--- src/rtl/core/text_console_cursor_scroll_assert.svh ---
// Assertion macros shared by the text console cursor and scroll block.
`ifndef TEXT_CONSOLE_CURSOR_SCROLL_ASSERT_SVH
`define TEXT_CONSOLE_CURSOR_SCROLL_ASSERT_SVH

// Implication checked at every clock edge outside reset.
`define TCCS_ASSERT_IMPL(lbl, clk, rst_n, ante, cons, msg) \
  lbl: assert property (@(posedge clk) disable iff (!rst_n) (ante) |-> (cons)) \
    else $error(msg);

// Invariant checked at every clock edge outside reset.
`define TCCS_ASSERT_ALWAYS(lbl, clk, rst_n, expr, msg) \
  lbl: assert property (@(posedge clk) disable iff (!rst_n) (expr)) \
    else $error(msg);

`endif

--- src/rtl/core/tccs_pkg.sv ---
// Package with shared types and constants of the text console block.
`timescale 1ns / 1ps

package tccs_pkg;

  localparam int unsigned ACTION_W = 2;
  localparam int unsigned CHAR_W   = 8;
  localparam int unsigned COLOR_W  = 4;
  localparam int unsigned RADDR_W  = 11;
  localparam int unsigned CURSOR_W = 11;
  localparam int unsigned CELL_W   = 16;

  typedef enum logic [ACTION_W-1:0] {
    ACT_PUT   = 2'd0,
    ACT_CLEAR = 2'd1,
    ACT_READ  = 2'd2,
    ACT_NOP   = 2'd3
  } action_e;

  localparam logic [CHAR_W-1:0] CH_BS  = 8'h08;
  localparam logic [CHAR_W-1:0] CH_TAB = 8'h09;
  localparam logic [CHAR_W-1:0] CH_LF  = 8'h0A;
  localparam logic [CHAR_W-1:0] CH_CR  = 8'h0D;

  localparam logic [CELL_W-1:0] BLANK_CELL = 16'h0F20;

  // Commands from the controller to the datapath.
  typedef struct packed {
    logic take;      // capture the input beat
    logic exec;      // apply the captured item to cursor and cell store
    logic copy;      // one step of the scroll copy
    logic drain;     // last copy write, then point at the bottom row
    logic fill;      // write one blank cell
    logic load_out;  // load the result register
  } cmd_t;

  // Status from the datapath to the controller.
  typedef struct packed {
    action_e act;
    logic    need_scroll;
    logic    copy_last;
    logic    fill_last;
    logic    out_free;
  } sts_t;

endpackage

--- src/rtl/core/tccs_ctrl.sv ---
// Controller state machine sequencing items, sweeps and the result handoff.
`timescale 1ns / 1ps
`include "text_console_cursor_scroll_assert.svh"

module tccs_ctrl
  import tccs_pkg::*;
(
  input  logic clk_i,
  input  logic rst_ni,
  input  logic in_valid_i,
  output logic in_ready_o,
  input  sts_t sts_i,
  output cmd_t cmd_o
);

  localparam logic [2:0] S_INIT   = 3'd0;
  localparam logic [2:0] S_IDLE   = 3'd1;
  localparam logic [2:0] S_EXEC   = 3'd2;
  localparam logic [2:0] S_RDWAIT = 3'd3;
  localparam logic [2:0] S_COPY   = 3'd4;
  localparam logic [2:0] S_DRAIN  = 3'd5;
  localparam logic [2:0] S_FILL   = 3'd6;
  localparam logic [2:0] S_DONE   = 3'd7;

  logic [2:0] state_q, state_d;

  always_ff @(posedge clk_i or negedge rst_ni) begin
    if (!rst_ni) begin
      state_q <= S_INIT;
    end else begin
      state_q <= state_d;
    end
  end

  always_comb begin
    state_d    = state_q;
    cmd_o      = '0;
    in_ready_o = 1'b0;
    unique case (state_q)
      S_INIT: begin
        cmd_o.fill = 1'b1;
        if (sts_i.fill_last) begin
          state_d = S_IDLE;
        end
      end
      S_IDLE: begin
        in_ready_o = 1'b1;
        if (in_valid_i) begin
          cmd_o.take = 1'b1;
          state_d    = S_EXEC;
        end
      end
      S_EXEC: begin
        cmd_o.exec = 1'b1;
        unique case (sts_i.act)
          ACT_PUT: begin
            if (sts_i.need_scroll) begin
              state_d = S_COPY;
            end else if (sts_i.out_free) begin
              cmd_o.load_out = 1'b1;
              state_d        = S_IDLE;
            end else begin
              state_d = S_DONE;
            end
          end
          ACT_CLEAR: state_d = S_FILL;
          ACT_READ:  state_d = S_RDWAIT;
          ACT_NOP: begin
            if (sts_i.out_free) begin
              cmd_o.load_out = 1'b1;
              state_d        = S_IDLE;
            end else begin
              state_d = S_DONE;
            end
          end
          default: state_d = S_IDLE;
        endcase
      end
      S_RDWAIT: begin
        if (sts_i.out_free) begin
          cmd_o.load_out = 1'b1;
          state_d        = S_IDLE;
        end else begin
          state_d = S_DONE;
        end
      end
      S_COPY: begin
        cmd_o.copy = 1'b1;
        if (sts_i.copy_last) begin
          state_d = S_DRAIN;
        end
      end
      S_DRAIN: begin
        cmd_o.drain = 1'b1;
        state_d     = S_FILL;
      end
      S_FILL: begin
        cmd_o.fill = 1'b1;
        if (sts_i.fill_last) begin
          if (sts_i.out_free) begin
            cmd_o.load_out = 1'b1;
            state_d        = S_IDLE;
          end else begin
            state_d = S_DONE;
          end
        end
      end
      S_DONE: begin
        if (sts_i.out_free) begin
          cmd_o.load_out = 1'b1;
          state_d        = S_IDLE;
        end
      end
      default: state_d = S_IDLE;
    endcase
  end

  // The datapath owns a single write port, so sweep and item commands never overlap.
  `TCCS_ASSERT_ALWAYS(a_cmd_excl, clk_i, rst_ni, ($onehot0({cmd_o.take, cmd_o.exec, cmd_o.copy, cmd_o.drain, cmd_o.fill})), "datapath commands overlap")
  `TCCS_ASSERT_IMPL(a_load_free, clk_i, rst_ni, cmd_o.load_out, sts_i.out_free, "result loaded over an untaken result")

endmodule

--- config.mk ---
export PLATFORM = sky130hd
export DESIGN_NAME = tccs_ctrl
export DESIGN_NICKNAME = d
export VERILOG_FILES = /design/src/rtl/core/tccs_pkg.sv /design/src/rtl/core/tccs_ctrl.sv
export VERILOG_INCLUDE_DIRS = /design/src /design/src/rtl/core
export SDC_FILE = /design/constraint.sdc
export NUM_CORES = 1
export LEC_CHECK = 0
export BUFFER_PORTS_ARGS = -buffer_cell sky130_fd_sc_hd__buf_2
export CORE_AREA = 2 2 39 41
export CTS_BUF_LIST = sky130_fd_sc_hd__clkbuf_8
export CTS_CLUSTER_DIAMETER = 40
export DETAILED_ROUTE_END_ITERATION = 6
export DIE_AREA = 0 0 41 43
export GPL_TIMING_DRIVEN = 0
export PLACE_DENSITY = 0.63
export SLEW_MARGIN = 15
export SYNTH_ARGS = -nofsm -noshare
export SYNTH_HDL_FRONTEND = slang
export SYNTH_SLANG_ARGS = --single-unit
--- constraint.sdc ---
create_clock -name clk_i -period 1.55 [get_ports clk_i]
set_input_delay 0.155 -clock clk_i [delete_from_list [all_inputs] [get_ports clk_i]]
set_output_delay 0.155 -clock clk_i [all_outputs]
set_load 0.02 [all_outputs]
==> results_dict.tcl, run 1 <==
set metrics [dict create \
    tightest_slew_ps 290 \
    crit_slowest_cell "dfrtp_2" \
    grt_max_degree 11 \
    die_width_um 41 \
    gr-total-overflow 0 \
    synthCells 52 \
    drc 0 \
    grt_pass1_wl_mm 1.70 \
    synthesis.nets 66 \
    largest_reg_flops 3 \
    worst_path_dominant_cell_family "flip-flops" \
    crit_fanout 10 \
    final_antenna_net_count 0 \
    setup_viol 0 \
    detail_route.first_pass.iterations 4 \
    fp-row-count 14 \
    gp_congestion 0.766 \
    cp.buffers_inverters 2 \
    comb_power_share 0.675 \
    cp-end-kind "primary output" \
    final_util 0.461 \
    clk_latency_ps 210 \
    dp_cells 83 \
    yosysSeqAreaShare 0.163 \
    hold_viol_final 0 \
    clock_path_buffers 2 \
    top_regs "state_q x3" \
    fin_cells 89 \
    fin_crit_sh 0.951 \
    netSwitchingPower_mw 0.501 \
    areaGrowthSynthToFinish_pct 38.6 \
    die_area_um2 1760 \
    clock_skew_ps 3.23 \
    wl_per_cell_um 11.6 \
    max_cap_violations 0 \
    slew_violations 0 \
    portBuffers 15 \
    rsz0062_at_grt "false" \
    antenna_found_initial 0 \
    syn-cell-area_um2 460 \
    p_leak_nw 0.300 \
    chipHeight_um 43 \
    start_util 0.333 \
    clock_power_share 0.186 \
    cp.arrival_ps 1320 \
    cts-htree-levels 1 \
    crit_path_max_incr_delay_ps 430 \
    period_needed_ps 1470 \
    hold_slack_ps 281 \
    timing.fmax_mhz 678 \
    power_switching_share 0.434 \
    ys_warn_count 0 \
    dp.final_hpwl_um 788 \
    drive_gt1_frac 0.438 \
    num_antenna_cells 0 \
    path_cells "buf_6 -> o31ai_2 -> and3_1 -> buf_4" \
    core_area_um2 1380 \
    powerDensity_nw_per_um2 1810 \
    setup_tns_ps 0 \
    ios 16 \
    outcome "complete, no violations" \
    relSlewSlack 0.805 \
    yosysUniqueCellTypes 31 \
    fillCellCount 136 \
    avgSynthCellArea_um2 8.85 \
    internal-power_mw 0.652 \
    cts.sinks 3 \
    pre_cts_slack_ps 180 \
    p_seq_frac 0.139 \
    cts.reportedPaths.clkPinSlew_ps 30 \
    nets 88 \
    vias_per_cell 5.07 \
    cts_buffers 3 \
    ys_ff_latch 3 \
    cts_tree "done" \
    vdd_drop_max_uv 723 \
    root_buffer "clkbuf_8" \
    first_iter_violations 9 \
    required_ps 1390 \
    holdCritPathClass "input pin to register" \
    via_count 451 \
    drt_wl_total_mm 1.03 \
    largest_register "state_q" \
    path_class "register to primary output" \
    critPathLaunchType "register" \
    fin_ws_ps 75.6 \
    track_usage 0.139 \
    grt_pass1_vias 428 \
]
-- worst paths after layout --
path / from / endpoint / slack, ps / cells after the start
max: state_q[2] / cmd_o[0] / 80 / 4
min: sts_i[0] / state_q[2] / 280 / 2
max reg2reg: state_q[2] / state_q[1] / 210 / 4
min reg2reg: state_q[1] / state_q[2] / 680 / 2
max in group asynchronous: rst_ni / state_q[2] / 1140 / 2
min in group asynchronous: rst_ni / state_q[0] / 290 / 2
-- cells by family after synthesis --
kind of cell	count (synthesis)	share of synthesized area
flops	3	0.163
buf+inv	8	0.0951
fa+ha+maj	5	0.136
xor+xnor	1	0.0190
mux	2	0.0435
simple gates	16	0.250
compound gates	17	0.294
-- synthesized netlist by cell type --
cell type  count  area (um^2)
and3_1         1         6.26
a21oi_1        3         15.0
o31ai_1        1         7.51
nor3b_2        2         25.0
o21ai_1        4         20.0
buf_2          2         10.0
nand2_1        1         3.75
and3b_1        1         8.76
o22ai_1        1         6.26
ha_1           5         62.6
inv_2          1         3.75
nor4_1         1         6.26
a41oi_1        1         8.76
nor2b_1        2         12.5
buf_4          1         7.51
nand2b_1       2         12.5
a32o_1         1         10.0
a32oi_1        2         17.5
o21ai_0        2         10.0
inv_1          3         11.3
nor4b_2        1         15.0
xor2_1         1         8.76
or2_1          1         6.26
a2111oi_4      1         27.5
buf_6          1         11.3
nor2_1         2         7.51
dfrtp_1        3         75.1
and2_1         1         6.26
mux2i_1        2         20.0
a211oi_2       1         12.5
nor3_1         1         5.00
-- per-layer routing --
metal  vias up  GRT usage  routed length, um
met5         -          0                  0
met4         0     0.0400                 16
met3         2     0.0524                 43
met2        13      0.241                557
met1       204      0.145                413
li1        232          -                  -
-- power groups by stage --
stage | logic [mW] | registers (mW) | clock network (mW)
CTS | 0.727 | 0.160 | 0.220
detailed placement | 0.721 | 0.161 | 0
finish | 0.777 | 0.160 | 0.215
global route | 0.864 | 0.167 | 0.229
floorplan | 0.562 | 0.152 | 0
global placement | 0.715 | 0.160 | 0
-- layout make-up --
cell class	count	area [um^2]	area share
Multi-Input combinational cell	41	350	0.549
Timing Repair Buffer	18	105	0.165
Sequential cell	3	76.3	0.120
Clock buffer	3	41.3	0.0647
Buffer	3	26.3	0.0412
Tap cell	16	20.0	0.0314
Inverter	4	15.0	0.0235
Clock inverter	1	3.75	0.00588
-- placed cells by master, fill, tap and decap left out, types with 2 or more instances in the layout --
cell	count
clkbuf_8	3
nand2b_1	2
buf_4	6
o21ai_1	4
buf_2	13
ha_1	5
o21ai_0	2
mux2i_1	2
nor3b_2	2
inv_1	4
nor2b_1	2
a32oi_1	2
dfrtp_1	2
nor2_1	2
a21oi_1	2
-- through the flow --
| step | cell area (um^2) | total power [mW] |
|---|---|---|
| 2_1_floorplan | 460 | 0.714 |
| 3_3_place_gp | 556 | 0.876 |
| 3_5_place_dp | 556 | 0.882 |
| 4_1_cts | 611 | 1.11 |
| 5_1_grt | 638 | 1.26 |
| 6_report | 638 | 1.15 |
-- repair_timing --
action | CTS | global route
endpoints found under the hold margin | 3 | 0
setup endpoints to repair | 0 | 2
hold buffers | 1 | 0
buffers inserted | 0 | 2
resized for setup | 0 | 7
(Power assumes the default switching activity.)
==> inputs of run 2 (changes only) <==
clock period = 1.4 ns   (was 1.55 ns; I/O delays follow)
==> results_dict.tcl, run 2 (synthesis gave the netlist of run 1 again) <==
set metrics [dict create \
    ios 16 \
    chipHeight_um 43 \
    relSlewSlack 0.773 \
    hold_slack_ps 248 \
    root_buffer "clkbuf_8" \
    final_cell_mix "buf_2 (13), buf_4 (7), buf_6 (5), ha_1 (5)" \
    detail_route.first_pass.iterations 4 \
    core_area_um2 1380 \
    die_area_um2 1760 \
    setup_viol 1 \
    gr-total-overflow 0 \
    drt_wl_total_mm 1.05 \
    via_count 474 \
    clock_path_buffers 2 \
    timing.rr.start "state_q[2]" \
    powerDensity_nw_per_um2 2080 \
    r2r_end "state_q[1]" \
    die_width_um 41 \
    clk_latency_ps 210 \
    grt_pass1_wl_mm 1.54 \
    first_iter_violations 4 \
    cp-end-kind "primary output" \
    fin_ws_ps -6.73 \
    dp_cells 83 \
    met1_usage 0.155 \
    fin_cells 94 \
    fin_area_um2 708 \
    setup_tns_ps -6.73 \
    max_cap_violations 0 \
    grtUsageMet2 0.200 \
    critPathCapture "cmd_o[0]" \
    hold_viol_final 0 \
    cts_tree "done" \
    cp-startpoint "state_q[2]" \
    cts_buffers 3 \
    p_leak_nw 0.337 \
    cts-htree-levels 1 \
    portBuffers 15 \
    dp.final_hpwl_um 771 \
    grt_pass1_vias 382 \
    track_usage 0.128 \
    reg2reg_depth 4 \
    start_util 0.333 \
    rsz0062_at_grt "true" \
    crit_fanout 6 \
    vdd_drop_max_uv 774 \
    outcome "finished with violations" \
    finalPower_mw 1.47 \
    timing.fmax_mhz 711 \
    num_antenna_cells 0 \
    vias_per_cell 5.04 \
    clock_skew_ps 2.99 \
    cts.reportedPaths.clkPinSlew_ps 30 \
    grtUsageMet3 0.0157 \
    required_ps 1260 \
    path_class "register to primary output" \
    areaGrowthSynthToFinish_pct 53.8 \
    reg2reg_slack_ps 20 \
    cts.sinks 3 \
    period_needed_ps 1410 \
    gp_congestion 0.744 \
    final_common_cell "buf_2" \
    critPathLaunchType "register" \
    violations "negative setup slack" \
    pre_cts_slack_ps 53.1 \
    final_util 0.512 \
    nets 93 \
    drive_gt1_frac 0.487 \
    grt_max_degree 17 \
    fillCellCount 140 \
    final_antenna_net_count 0 \
    drc 0 \
    antenna_found_initial 0 \
    fp-row-count 14 \
    top_regs "state_q x3" \
    holdCritPathClass "input pin to async pin" \
    wl_per_cell_um 11.2 \
    cp.arrival_ps 1270 \
    place_area_um2 562 \
    slew_violations 0 \
    largest_reg_flops 3 \
    busiest_layer "met2" \
    largest_register "state_q" \
    fin_crit_sh 1.00 \
    tightest_slew_ps 337 \
]
-- run 2: layout make-up --
cell class	count	area, um^2	area share
plain buffers	3	33.8	0.0477
clock buffers	3	41.3	0.0583
clock inverters	1	3.75	0.00530
inverters	4	15.0	0.0212
multi-input cells	41	368	0.519
flip-flops and latches	3	76.3	0.108
well taps	16	20.0	0.0283
repair buffers	23	150	0.212
-- run 2: routing by layer --
metal	vias up	share of wire
met1	215	0.39
met2	15	0.56
li1	244	-
met5	-	0
met3	0	0.046
met4	0	0
-- run 2: what timing repair did --
action | 4_1_cts | 5_1_grt
pin swaps | 2 | 3
setup endpoints to repair | 6 | 3
gates cloned | 0 | 0
resized for setup | 5 | 7
hold buffers | 1 | 0
setup buffers | 4 | 3
endpoints found under the hold margin | 3 | 0
-- run 2: power breakdown --
group          internal [mW]  switching, mW
Sequential             0.137         0.0414
Combinational          0.538          0.523
Clock                  0.186         0.0493
Total                  0.862          0.613
-- run 2: how the worst min path moves through the flow --
stage / cells past startpoint / from / to
floorplan: 0 / rst_ni / state_q[0]
global placement: 1 / rst_ni / state_q[1]
detailed placement: 1 / rst_ni / state_q[1]
CTS: 2 / rst_ni / state_q[0]
global route: 2 / rst_ni / state_q[0]
finish: 2 / rst_ni / state_q[0]
-- run 2: critical path, cell delays in order (launching register included) --
cell,delay [ps]
dfrtp_2,420
buf_6,140
a21oi_2,120
o31ai_2,70
and3_1,180
buf_6,130
